File: config.mk
export PLATFORM = sky130hd
export DESIGN_NAME = sgb_mac
export DESIGN_NICKNAME = d
export VERILOG_FILES = /design/src/rtl/sgb_mac.sv
export SDC_FILE = /design/constraint.sdc
export NUM_CORES = 1
export LEC_CHECK = 0
export ABC_AREA = 1
export BUFFER_PORTS_ARGS = -buffer_cell sky130_fd_sc_hd__buf_2
export CORE_MARGIN = 1
export CORE_UTILIZATION = 48
export CTS_BUF_LIST = sky130_fd_sc_hd__clkbuf_8
export CTS_CLUSTER_DIAMETER = 150
export DETAILED_ROUTE_END_ITERATION = 10
export PLACE_DENSITY = 0.65
export SKIP_LAST_GASP = 1
export SLEW_MARGIN = 20
export SYNTH_ARGS = -nofsm -noshare
export SYNTH_HDL_FRONTEND = slang
export SYNTH_SLANG_ARGS = --single-unit
File: constraint.sdc
create_clock -name clk -period 12.39 [get_ports clk]
set_input_delay 2.478 -clock clk [delete_from_list [all_inputs] [get_ports clk]]
set_output_delay 2.478 -clock clk [all_outputs]
set_load 0.02 [all_outputs]
File: src/rtl/sgb_mac.sv
// One channel lane of the shared multiply-accumulate unit.
module sgb_mac (
  input  logic        clk,
  input  logic        clear,
  input  logic        en,
  input  logic [7:0]  pix,
  input  logic [15:0] wt,
  output logic [7:0]  sat
);
  logic [26:0] acc_r;
  logic [23:0] prod;

  assign prod = pix * wt;

  always_ff @(posedge clk) begin
    if (clear) acc_r <= '0;
    else if (en) acc_r <= acc_r + 27'(prod);
  end

  // truncate by 16 and clamp
  assign sat = (acc_r[26:24] != 3'd0) ? 8'hff : acc_r[23:16];
endmodule

==> out/qor.csv, run 1 <==
stage,metric,value,unit
clocking,worst-skew pair later-pin latency,0.30,ns
setup_path,terminus of the critical flop-to-flop path,acc_r[14],
clocking,count of H-tree levels built during CTS,1,
timing,Final Hold Fails,0,
global_routing,met2 Usage GRT,0.401,
clocking,number of clock sinks,27,
setup_path,cell-by-cell trace of the critical path,"buf_2, nand2_1, inv_1, fa_1, fa_1, fa_1, inv_1, fa_1, inv_1, ha_1, nand2_1, nor2_1, nand2_1, nand3_1, nand2_1, nand4_1, nand3_1, nand2_1, inv_1",
clocking,total CTS buffers,3,
floorplanning,starting density of the core,0.496,
routing,average vias per placed instance,4.59,
timing,remaining max-slew budget at the tightest pin,0.370,
floorplanning,horizontal extent of the die,119,um
global_routing,largest net degree at the start of global routing,35,
synth,post-synthesis instance total,1000,
timing,fin crit share,0.501,
routing,DRC,0,
global_routing,busiest metal layer after global routing,met2,
setup_path,Crit path required time,12.59,ns
cells_and_area,fraction of layout instances using a drive strength above 1,0.0511,
cells_and_area,footprint of the multi-input gates,0.00463,mm2
cells_and_area,largest registers in the final layout,acc_r (27),
timing,actual slew at the worst max-slew pin,0.939,ns
timing,setup clock skew after layout,0.0114,ns
global_routing,met1 routing resource usage after global routing,0.301,
floorplanning,overall die height,119,um
timing,Max Transition Viols Final,0,
setup_path,Crit path buffers/inverters,5,
global_routing,first-pass GRT wire length,25500,um
cells_and_area,register with the highest flop count,acc_r,
synth,number of nets in the synthesized netlist,1182,
clocking,cells resized by post-CTS repair,0,
timing,minimum clock period after layout,6.21,ns
setup_path,crit path capture type,flip-flop,
synth,number of register bits inferred by synthesis,27,
clocking,clock-pin transition on the worst setup and hold timing paths,0.11,ns
floorplanning,core box area,0.0133,mm2
setup_path,critical path launch point type,input port,
setup_path,CP dominant cell by count,nand2_1,
placed_design,Detailed Place HPWL,12500,um
setup_path,launch instance of the worst register-to-register path,acc_r[9],
routing,total wire length,14600,um
cells_and_area,area growth from synthesis to layout,4.23,%
synth,part of the Yosys area used for sequential elements,0.0820,
global_routing,initial antenna violation count,0,
cells_and_area,Largest register FFs,27,
setup_path,setup slack of the worst register-to-register path,8.39,ns
hold_path,startpoint of the tightest hold check path,acc_r[2],
floorplanning,I/O pin cnt,35,
setup_path,WS Path Type,input port to flip-flop,
synth,"Distinct cells, synth",27,
routing,Starting DRT DRC Count,232,
clocking,maximum root-to-sink buffer count,2,
routing,detailed-route wire length per cell,12.5,um
hold_path,hold depth,2,
placed_design,count of buffers from port buffering,34,
synth,Avg Synthesized Cell Area,6.60,um2
floorplanning,row cnt,42,
placed_design,routability congestion estimate,0.914,
cells_and_area,Fillers,1430,
cells_and_area,Antenna Cells,0,
global_routing,overall routing resource usage,0.223,
timing,sum of negative setup slack,0,ns
global_routing,vias in the first global route,5425,
hold_path,Hold/Removal Path Class,flip-flop to flip-flop,
flow_run,number of violations of the max-capacitance limit,0,
setup_path,critical path peak fanout,16,
routing,Routed Antenna Nets,0,
timing,RSZ-0062 raised after global routing,no,
setup_path,CP peak stage delay,0.53,ns
floorplanning,Die ar.,0.0142,mm2
clocking,buffer count from post-CTS setup fixing,0,
clocking,TritonCTS clock tree,yes,
cells_and_area,Register Area,541,um2
routing,length of the first detailed-routing pass in iterations,4,
setup_path,worst reg2reg path depth,18,
global_routing,GRT Residual Overflow,0,
run_status,status,finished clean,
clocking,hold buffers post-CTS,0,
synth,cell area after synthesis,0.00660,mm2
setup_path,Slowest cell on crit path,fa_1,
setup_path,crit path DAT,6.41,ns
timing,final number of setup-violating endpoints,0,
timing,achievable frequency,0.161,GHz
routing,via count,5393,
clocking,CTS root buf,clkbuf_8,
synth,Synth warnings,0,
cells_and_area,final-stage net count,1182,
hold_path,worst-case hold path end point,acc_r[2],
global_routing,global routing met3 resource utilization,0.0125,
setup_path,Crit path max-delay family,adder cells,
## routing by layer
| layer | vias up | share of wire |
|---|---|---|
| li1 | 2782 | - |
| met1 | 2534 | 0.47 |
| met2 | 68 | 0.50 |
| met3 | 9 | 0.024 |
| met4 | 0 | 0.0060 |
| met5 | - | 0 |
## worst min-delay path: stages (launching register included)
cell,delay [ns]
dfxtp_1,0.31
inv_1,0.09
a21oi_1,0.07
## area by class of cell
type | count | area share
flip-flops and latches | 27 | 0.0786
clock inverters | 1 | 0.00109
well taps | 176 | 0.0320
multi-input cells | 597 | 0.673
repair buffers | 34 | 0.0248
clock buffers | 3 | 0.00601
inverters | 337 | 0.184
## through the flow
stage / cells / cell area (um2) / util / hold slack, ns / worst slack, ns
finish: 1175 / 6870 / 0.517 / 0.511 / 6.18
global route: 1175 / 6870 / 0.517 / 0.538 / 5.91
CTS: 1175 / 6870 / 0.517 / 0.515 / 6.19
detailed placement: 1171 / 6830 / 0.513 / 0.501 / 5.87
global placement: 1171 / 6830 / 0.513 / 0.487 / 5.89
floorplan: 1000 / 6600 / - / 0.469 / 6.04
## synth_stat cells (all sizes together)
cell	count	area, um2
inv	336	1260
nand2	296	1130
fa	106	2120
ha	49	613
nor2	39	171
a21oi	36	180
clkbuf	36	139
nand3	30	165
dfxtp	27	541
o21ai	20	100
xor2	8	70.1
nand4	4	25.0
nor3	4	20.0
buf	2	12.5
nand3b	2	15.0
and2	1	6.26
clkinv	1	3.75
dlygate4sd1	1	8.76
or2	1	6.26
xnor2	1	8.76
## worst max-delay path by stage
stage,startpoint,end,slack [ns],cells past startpoint
after floorplan,pix[0],acc_r[12],6.04,20
after global placement,pix[0],acc_r[20],5.89,19
after detailed placement,pix[1],acc_r[14],5.87,19
after CTS,pix[1],acc_r[14],6.19,19
after global routing,pix[1],acc_r[15],5.91,20
final,pix[3],acc_r[25],6.18,19
## logic make-up after synthesis
group,Yosys count,synth area share
AND/OR/NAND/NOR,377,0.233
buffers and inverters,376,0.216
adder cells (fa/ha/maj),155,0.415
AO/OA/AOI/OAI,56,0.0425
flip-flops,27,0.0820
XOR/XNOR,9,0.0120
## cells in the final DEF, fill, tap and decap left out
cell	Yosys	routed
nand4_1	4	4
nand3b_1	2	2
xnor2_1	1	1
nor2_1	35	35
xor2_1	8	8
nor2_4	3	3
inv_1	336	336
clkinv_1	1	1
a21oi_1	36	36
buf_2	1	34
nand3_1	27	27
clkbuf_8	0	3
or2_1	1	1
nand2_2	6	6
fa_1	106	106
and2_1	1	1
nor3_1	4	4
dfxtp_1	27	27
nor2_2	1	1
o21ai_1	4	4
clkinvlp_4	0	1
nand2_1	290	290
ha_1	49	49
nand3_2	3	3
o21ai_0	16	16
Power of run 1 is not shown: default switching activity piles up to over one toggle a cycle in this logic, so the estimate is an artifact.
==> run 2, diff against run 1 <==
ABC_AREA = 0   (was 1)
PLACE_DENSITY = 0.68   (was 0.65)
clock period = 5.4 ns   (was 12.39 ns; I/O delays follow)
==> out/qor.csv, run 2 <==
stage,metric,value,unit,change
floorplanning,core box area,0.0117,mm2,-12%
synth,Post-synth ARST share,0,,unchanged
timing,Final Hold Fails,0,,unchanged
power_and_ir_drop,share of total power in sequential cells,0.073,,
setup_path,Crit path max-delay family,adder cells,,
synth,Synth warnings,0,,unchanged
flow_run,number of violations of the max-capacitance limit,0,,unchanged
power_and_ir_drop,static leakage power,0.00325,uW,
timing,fin crit share,0.953,,
cells_and_area,"leading cell types in the layout, fill and taps excluded","inv_1 (150), fa_1 (106), and2_1 (87)",,
global_routing,GRT Residual Overflow,0,,unchanged
timing,sum of negative setup slack,0,ns,unchanged
global_routing,first-pass GRT wire length,23000,um,-10%
routing,via count,4560,,-15%
cells_and_area,final design utilization,0.545,,+0.0278
clocking,clock-pin transition on the worst setup and hold timing paths,0.10,ns,about the same
routing,Routed Antenna Nets,0,,unchanged
placed_design,routability congestion estimate,0.946,,+3.5%
setup_path,setup slack of the worst register-to-register path,0.98,ns,-7.41 ns
clocking,buffer count from post-CTS setup fixing,0,,unchanged
power_and_ir_drop,power density normalized to cell area,630,mW/mm2,
synth,cell with the most instances after synthesis,inv_1,,
setup_path,CP peak stage delay,0.55,ns,+0.02 ns
cells_and_area,"commonest non-fill, non-tap cell in the layout",inv_1,,
clocking,maximum root-to-sink buffer count,2,,unchanged
hold_path,Hold/Removal Path Class,flip-flop to flip-flop,,
synth,area share of the largest cell type after synthesis,0.362,,+0.0407
power_and_ir_drop,fraction of power spent switching nets,0.520,,
setup_path,timing startpoint of the critical path,pix[0],,
power_and_ir_drop,Cell Int Power,1920,uW,
floorplanning,horizontal extent of the die,112,um,-5.7%
synth,number of flops mapped to enable cells by yosys,0,,unchanged
power_and_ir_drop,net switching power of the design,2080,uW,
placed_design,count of buffers from port buffering,34,,unchanged
routing,detailed-route wire length per cell,14.9,um,+19%
synth,main area contributors after synthesis,"fa_1 (36%), ha_1 (10%), inv_1 (9.6%), and2_1 (9.3%), dfxtp_1 (9.2%)",,
power_and_ir_drop,relative contribution of the clock network to total power,0.030,,
setup_path,launch instance of the worst register-to-register path,acc_r[10],,
global_routing,vias in the first global route,4895,,-9.8%
synth,Synth area leader,fa_1,,
floorplanning,row cnt,39,,-7.1%
cells_and_area,Antenna Cells,0,,unchanged
floorplanning,I/O pin cnt,35,,unchanged
cells_and_area,register with the highest flop count,acc_r,,
placed_design,Detailed Place HPWL,11100,um,-12%
setup_path,Crit path required time,5.57,ns,-7.02 ns
synth,post-synthesis instance total,684,,-32%
cells_and_area,largest registers in the final layout,acc_r (27),,
synth,number of register bits inferred by synthesis,27,,unchanged
setup_path,Slowest cell on crit path,fa_1,,
synth,leading cell types by count after synthesis,"inv_1 (150), fa_1 (106), and2_1 (87), nand2_1 (76), ha_1 (49)",,
synth,part of the Yosys area used for sequential elements,0.0923,,+0.0104
floorplanning,overall die height,112,um,-5.7%
global_routing,initial antenna violation count,0,,unchanged
setup_path,CP dominant cell by count,fa_1,,
cells_and_area,area growth from synthesis to layout,8.53,%,
setup_path,crit path capture type,flip-flop,,
timing,remaining max-slew budget at the tightest pin,0.508,,+0.138
global_routing,largest net degree at the start of global routing,37,,+5.7%
synth,Avg Synthesized Cell Area,8.56,um2,+30%
clocking,CTS root buf,clkbuf_8,,
routing,Starting DRT DRC Count,203,,-13%
setup_path,crit path DAT,5.31,ns,-1.10 ns
clocking,TritonCTS clock tree,yes,,
clocking,number of clock sinks,27,,unchanged
power_and_ir_drop,Gate power share,0.897,,
timing,Max Transition Viols Final,0,,unchanged
timing,RSZ-0062 raised after global routing,no,,
setup_path,critical path launch point type,input port,,
synth,"Top FF cell, synth",dfxtp_1,,
routing,average vias per placed instance,5.25,,+14%
power_and_ir_drop,highest ir drop seen on vdd,0.347,mV,
cells_and_area,Largest register FFs,27,,unchanged
routing,DRC,0,,unchanged
clocking,total CTS buffers,3,,unchanged
setup_path,cell-by-cell trace of the critical path,"buf_2, nand2_1, fa_1, inv_1, fa_1, fa_1, inv_1, fa_1, inv_1, ha_1, a21oi_1, o21ai_1, and3_1, nor3b_2, o21ai_1, nor4bb_1, or3_1",,
power_and_ir_drop,"Power, Total",4000,uW,
synth,cell area after synthesis,0.00585,mm2,-11%
timing,final number of setup-violating endpoints,0,,unchanged
timing,actual slew at the worst max-slew pin,0.738,ns,-0.201 ns
synth,number of nets in the synthesized netlist,866,,-27%
clocking,count of H-tree levels built during CTS,1,,unchanged
routing,length of the first detailed-routing pass in iterations,5,,+1
floorplanning,starting density of the core,0.502,,+0.00594
setup_path,WS Path Type,input port to flip-flop,,
cells_and_area,final-stage net count,908,,-23%
hold_path,startpoint of the tightest hold check path,acc_r[22],,
synth,"Distinct cells, synth",45,,+67%
cells_and_area,fraction of layout instances using a drive strength above 1,0.0883,,+0.0372
timing,achievable frequency,0.194,GHz,
timing,setup clock skew after layout,0.00557,ns,-0.00583 ns
run_status,status,finished clean,,
clocking,worst-skew pair later-pin latency,0.27,ns,-0.03 ns
timing,minimum clock period after layout,5.14,ns,
setup_path,Crit path buffers/inverters,4,,-1
setup_path,critical path peak fanout,11,,-5
routing,total wire length,12900,um,-12%
floorplanning,Die ar.,0.0126,mm2,-11%
global_routing,overall routing resource usage,0.223,,about the same
run 2: cell types whose count changed after synthesis, sizes merged, moves of 13 or more:
cell	before	now
and2	1	87
a21oi	36	23
nand3	30	3
nor2	39	22
clkbuf	36	16
nand2	296	76
inv	336	150
run 2: worst reg2reg max path, cell delays in order (launching register included):
cell and delay (ns):
dfxtp_1 0.35, inv_1 0.06, fa_1 0.53, inv_1 0.06, fa_1 0.49, fa_1 0.55
inv_1 0.05, fa_1 0.50, inv_1 0.05, ha_1 0.32, a21oi_1 0.17, o21ai_1 0.11
and3_1 0.23, nor3b_2 0.21, o21ai_1 0.11, nor4bb_1 0.15, or3_1 0.39
run 2: cells by family after synthesis:
| family | synth area share |
|---|---|
| flops | 0.0923 |
| compound gates | 0.0814 |
| mux | 0.0205 |
| simple gates | 0.207 |
| xor+xnor | 0.0239 |
| buf+inv | 0.108 |
| fa+ha+maj | 0.467 |
run 2: what timing repair did:
action	in CTS	in global routing
endpoints found under the setup margin	0	4
resized for setup	0	3
hold buffers	0	0
run 2: metal layers:
layer  vias to the layer above  global-route usage  part of all wire
met5                         -                   0                 0
met4                         0              0.0320             0.011
met3                         9              0.0227             0.036
met2                        92               0.387              0.49
met1                      2280               0.310              0.47
li1                       2179                   -                 -
run 2: worst paths after layout:
kind,depth (start not counted),to
setup / recovery,17,acc_r[19]
hold / removal,2,acc_r[22]
setup reg to reg,16,acc_r[19]
hold reg to reg,2,acc_r[22]
run 2: layout make-up:
cell class,instances,area [um2]
fill,1136,5310
multi-input combinational,489,4690
inverter,150,563
sequential,27,541
timing repair buffer,55,333
tap,143,179
clock buffer,3,41.3
clock inverter,1,5.00
run 2: power groups by stage:
| stage | registers (uW) | clock network (uW) | logic, uW |
|---|---|---|---|
| floorplan | 284 | 0 | 2540 |
| global placement | 295 | 0 | 3500 |
| detailed placement | 297 | 0 | 3570 |
| CTS | 293 | 124 | 3600 |
| global route | 299 | 132 | 4070 |
| finish | 292 | 119 | 3590 |
run 2: stage by stage:
stage	hold slack [ns]	cells	cell area (um2)	worst slack (ns)
3_5_place_dp	0.462	864	6290	-0.119
4_1_cts	0.486	868	6340	0.172
2_1_floorplan	0.425	684	5850	0.139
5_1_grt	0.515	868	6350	0.0114
6_report	0.491	868	6350	0.256
3_3_place_gp	0.448	864	6290	-0.0423
(Power assumes the default switching activity.)
==> run 3, diff against run 2 <==
ABC_AREA = 1   (was 0)
==> out/qor.csv, run 3 (synthesized netlist as in run 1, its figures left out) <==
stage,metric,value,unit,change
global_routing,overall routing resource usage,0.220,,-0.00287
routing,total wire length,14400,um,+11%
setup_path,Crit path required time,5.60,ns,+0.03 ns
clocking,count of H-tree levels built during CTS,1,,unchanged
clocking,hold buffers post-CTS,0,,unchanged
cells_and_area,footprint of the multi-input gates,0.00463,mm2,-1.3%
floorplanning,starting density of the core,0.496,,-0.00594
setup_path,setup slack of the worst register-to-register path,1.41,ns,+0.43 ns
timing,achievable frequency,0.208,GHz,+6.9%
cells_and_area,largest registers in the final layout,acc_r (27),,
global_routing,GRT Residual Overflow,0,,unchanged
routing,detailed-route wire length per cell,12.2,um,-18%
setup_path,worst reg2reg path depth,18,,+2
setup_path,crit path capture type,flip-flop,,
cells_and_area,Antenna Cells,0,,unchanged
floorplanning,I/O pin cnt,35,,unchanged
placed_design,count of buffers from port buffering,34,,unchanged
timing,final number of setup-violating endpoints,0,,unchanged
routing,Routed Antenna Nets,0,,unchanged
routing,DRC,0,,unchanged
cells_and_area,final-stage net count,1182,,+30%
cells_and_area,register with the highest flop count,acc_r,,
global_routing,first-pass GRT wire length,25600,um,+11%
routing,length of the first detailed-routing pass in iterations,4,,-1
setup_path,logic depth of the worst setup path including buffers,19,,+2
timing,remaining max-slew budget at the tightest pin,0.382,,-0.126
global_routing,vias in the first global route,5496,,+12%
global_routing,initial antenna violation count,0,,unchanged
setup_path,critical path launch point type,input port,,
routing,average vias per placed instance,4.57,,-13%
setup_path,Slowest cell on crit path,fa_1,,
floorplanning,overall die height,119,um,+6.0%
cells_and_area,fraction of layout instances using a drive strength above 1,0.0501,,-0.0382
timing,sum of negative setup slack,0,ns,unchanged
cells_and_area,Fillers,1366,,+20%
floorplanning,row cnt,42,,+7.7%
placed_design,routability congestion estimate,0.896,,-5.3%
clocking,cells resized by post-CTS repair,0,,unchanged
setup_path,WS Path Type,input port to flip-flop,,
clocking,total CTS buffers,3,,unchanged
cells_and_area,"leading cell types in the layout, fill and taps excluded","inv_1 (337), nand2_1 (290), fa_1 (106)",,
setup_path,Crit path buffers/inverters,5,,+1
timing,Final Hold Fails,0,,unchanged
clocking,number of clock sinks,27,,unchanged
flow_run,number of violations of the max-capacitance limit,0,,unchanged
cells_and_area,"commonest non-fill, non-tap cell in the layout",inv_1,,
routing,Starting DRT DRC Count,239,,+18%
setup_path,cell-by-cell trace of the critical path,"buf_2, nand2_1, fa_1, inv_1, fa_1, inv_1, fa_1, fa_1, inv_1, ha_1, nand2_1, nor2_1, nand3_1, nand3_2, nand2_1, nand2_1, nor2_1, o21ai_1, inv_1",,
timing,minimum clock period after layout,4.81,ns,-0.334 ns
setup_path,worst setup path end,acc_r[14],,
timing,actual slew at the worst max-slew pin,0.921,ns,+0.183 ns
clocking,maximum root-to-sink buffer count,2,,unchanged
timing,fin crit share,0.891,,-0.0619
clocking,TritonCTS clock tree,yes,,
setup_path,timing startpoint of the critical path,pix[1],,
timing,setup clock skew after layout,0.00942,ns,+0.00385 ns
floorplanning,Die ar.,0.0142,mm2,+12%
hold_path,Hold/Removal Path Class,flip-flop to flip-flop,,
setup_path,terminus of the critical flop-to-flop path,acc_r[14],,
placed_design,Detailed Place HPWL,12400,um,+12%
run_status,status,finished clean,,
setup_path,critical path peak fanout,16,,+5
routing,via count,5373,,+18%
setup_path,Crit path max-delay family,adder cells,,
setup_path,launch instance of the worst register-to-register path,acc_r[9],,
clocking,worst-skew pair later-pin latency,0.29,ns,+0.02 ns
clocking,CTS root buf,clkbuf_8,,
clocking,clock-pin transition on the worst setup and hold timing paths,0.11,ns,about the same
floorplanning,horizontal extent of the die,119,um,+6.0%
cells_and_area,Largest register FFs,27,,unchanged
timing,Max Transition Viols Final,0,,unchanged
floorplanning,core box area,0.0133,mm2,+14%
cells_and_area,Register Area,541,um2,unchanged
timing,RSZ-0062 raised after global routing,no,,
cells_and_area,area growth from synthesis to layout,4.17,%,
clocking,buffer count from post-CTS setup fixing,0,,unchanged
setup_path,CP peak stage delay,0.57,ns,+0.02 ns
global_routing,largest net degree at the start of global routing,35,,-5.4%
setup_path,crit path DAT,5.01,ns,-0.30 ns
## run 3: routing by layer
layer / GRT usage / wire (um) / share of wire / up-vias
met5: 0 / 0 / 0 / -
met4: 0.0293 / 142 / 0.0099 / 0
met3: 0.0125 / 309 / 0.022 / 14
met2: 0.386 / 6920 / 0.48 / 77
met1: 0.306 / 6980 / 0.49 / 2499
li1: - / - / - / 2783
## run 3: final cells by class
type                            count  area share
Multi-Input combinational cell    597       0.674
Inverter                          337       0.184
Sequential cell                    27      0.0787
Tap cell                          176      0.0321
Timing Repair Buffer               34      0.0248
Clock buffer                        3     0.00601
Clock inverter                      1    0.000546
## run 3: worst min-delay path by stage
stage,startpoint,to,slack (ns),cells past startpoint
global route,acc_r[1],acc_r[1],0.53,2
floorplan,acc_r[1],acc_r[1],0.47,2
CTS,acc_r[1],acc_r[1],0.51,2
detailed placement,acc_r[1],acc_r[1],0.49,2
global placement,acc_r[1],acc_r[1],0.48,2
finish,acc_r[1],acc_r[1],0.50,2
## run 3: worst min-delay path, cell delays in order, from the launching register on
cell,delay (ns)
dfxtp_1,0.31
inv_1,0.08
a21oi_1,0.07
## run 3: metrics by stage
| stage | utilization | worst slack [ns] | hold WS [ns] | cell area (um2) | std cells |
|---|---|---|---|---|---|
| after global placement | 0.513 | 0.281 | 0.483 | 6830 | 1171 |
| after global routing | 0.517 | 0.276 | 0.531 | 6870 | 1175 |
| after detailed placement | 0.513 | 0.283 | 0.494 | 6830 | 1171 |
| after CTS | 0.517 | 0.569 | 0.507 | 6870 | 1175 |
| after floorplan | - | 0.447 | 0.469 | 6600 | 1000 |
| final | 0.517 | 0.590 | 0.501 | 6870 | 1175 |
Power of run 3 is left out for the same reason.
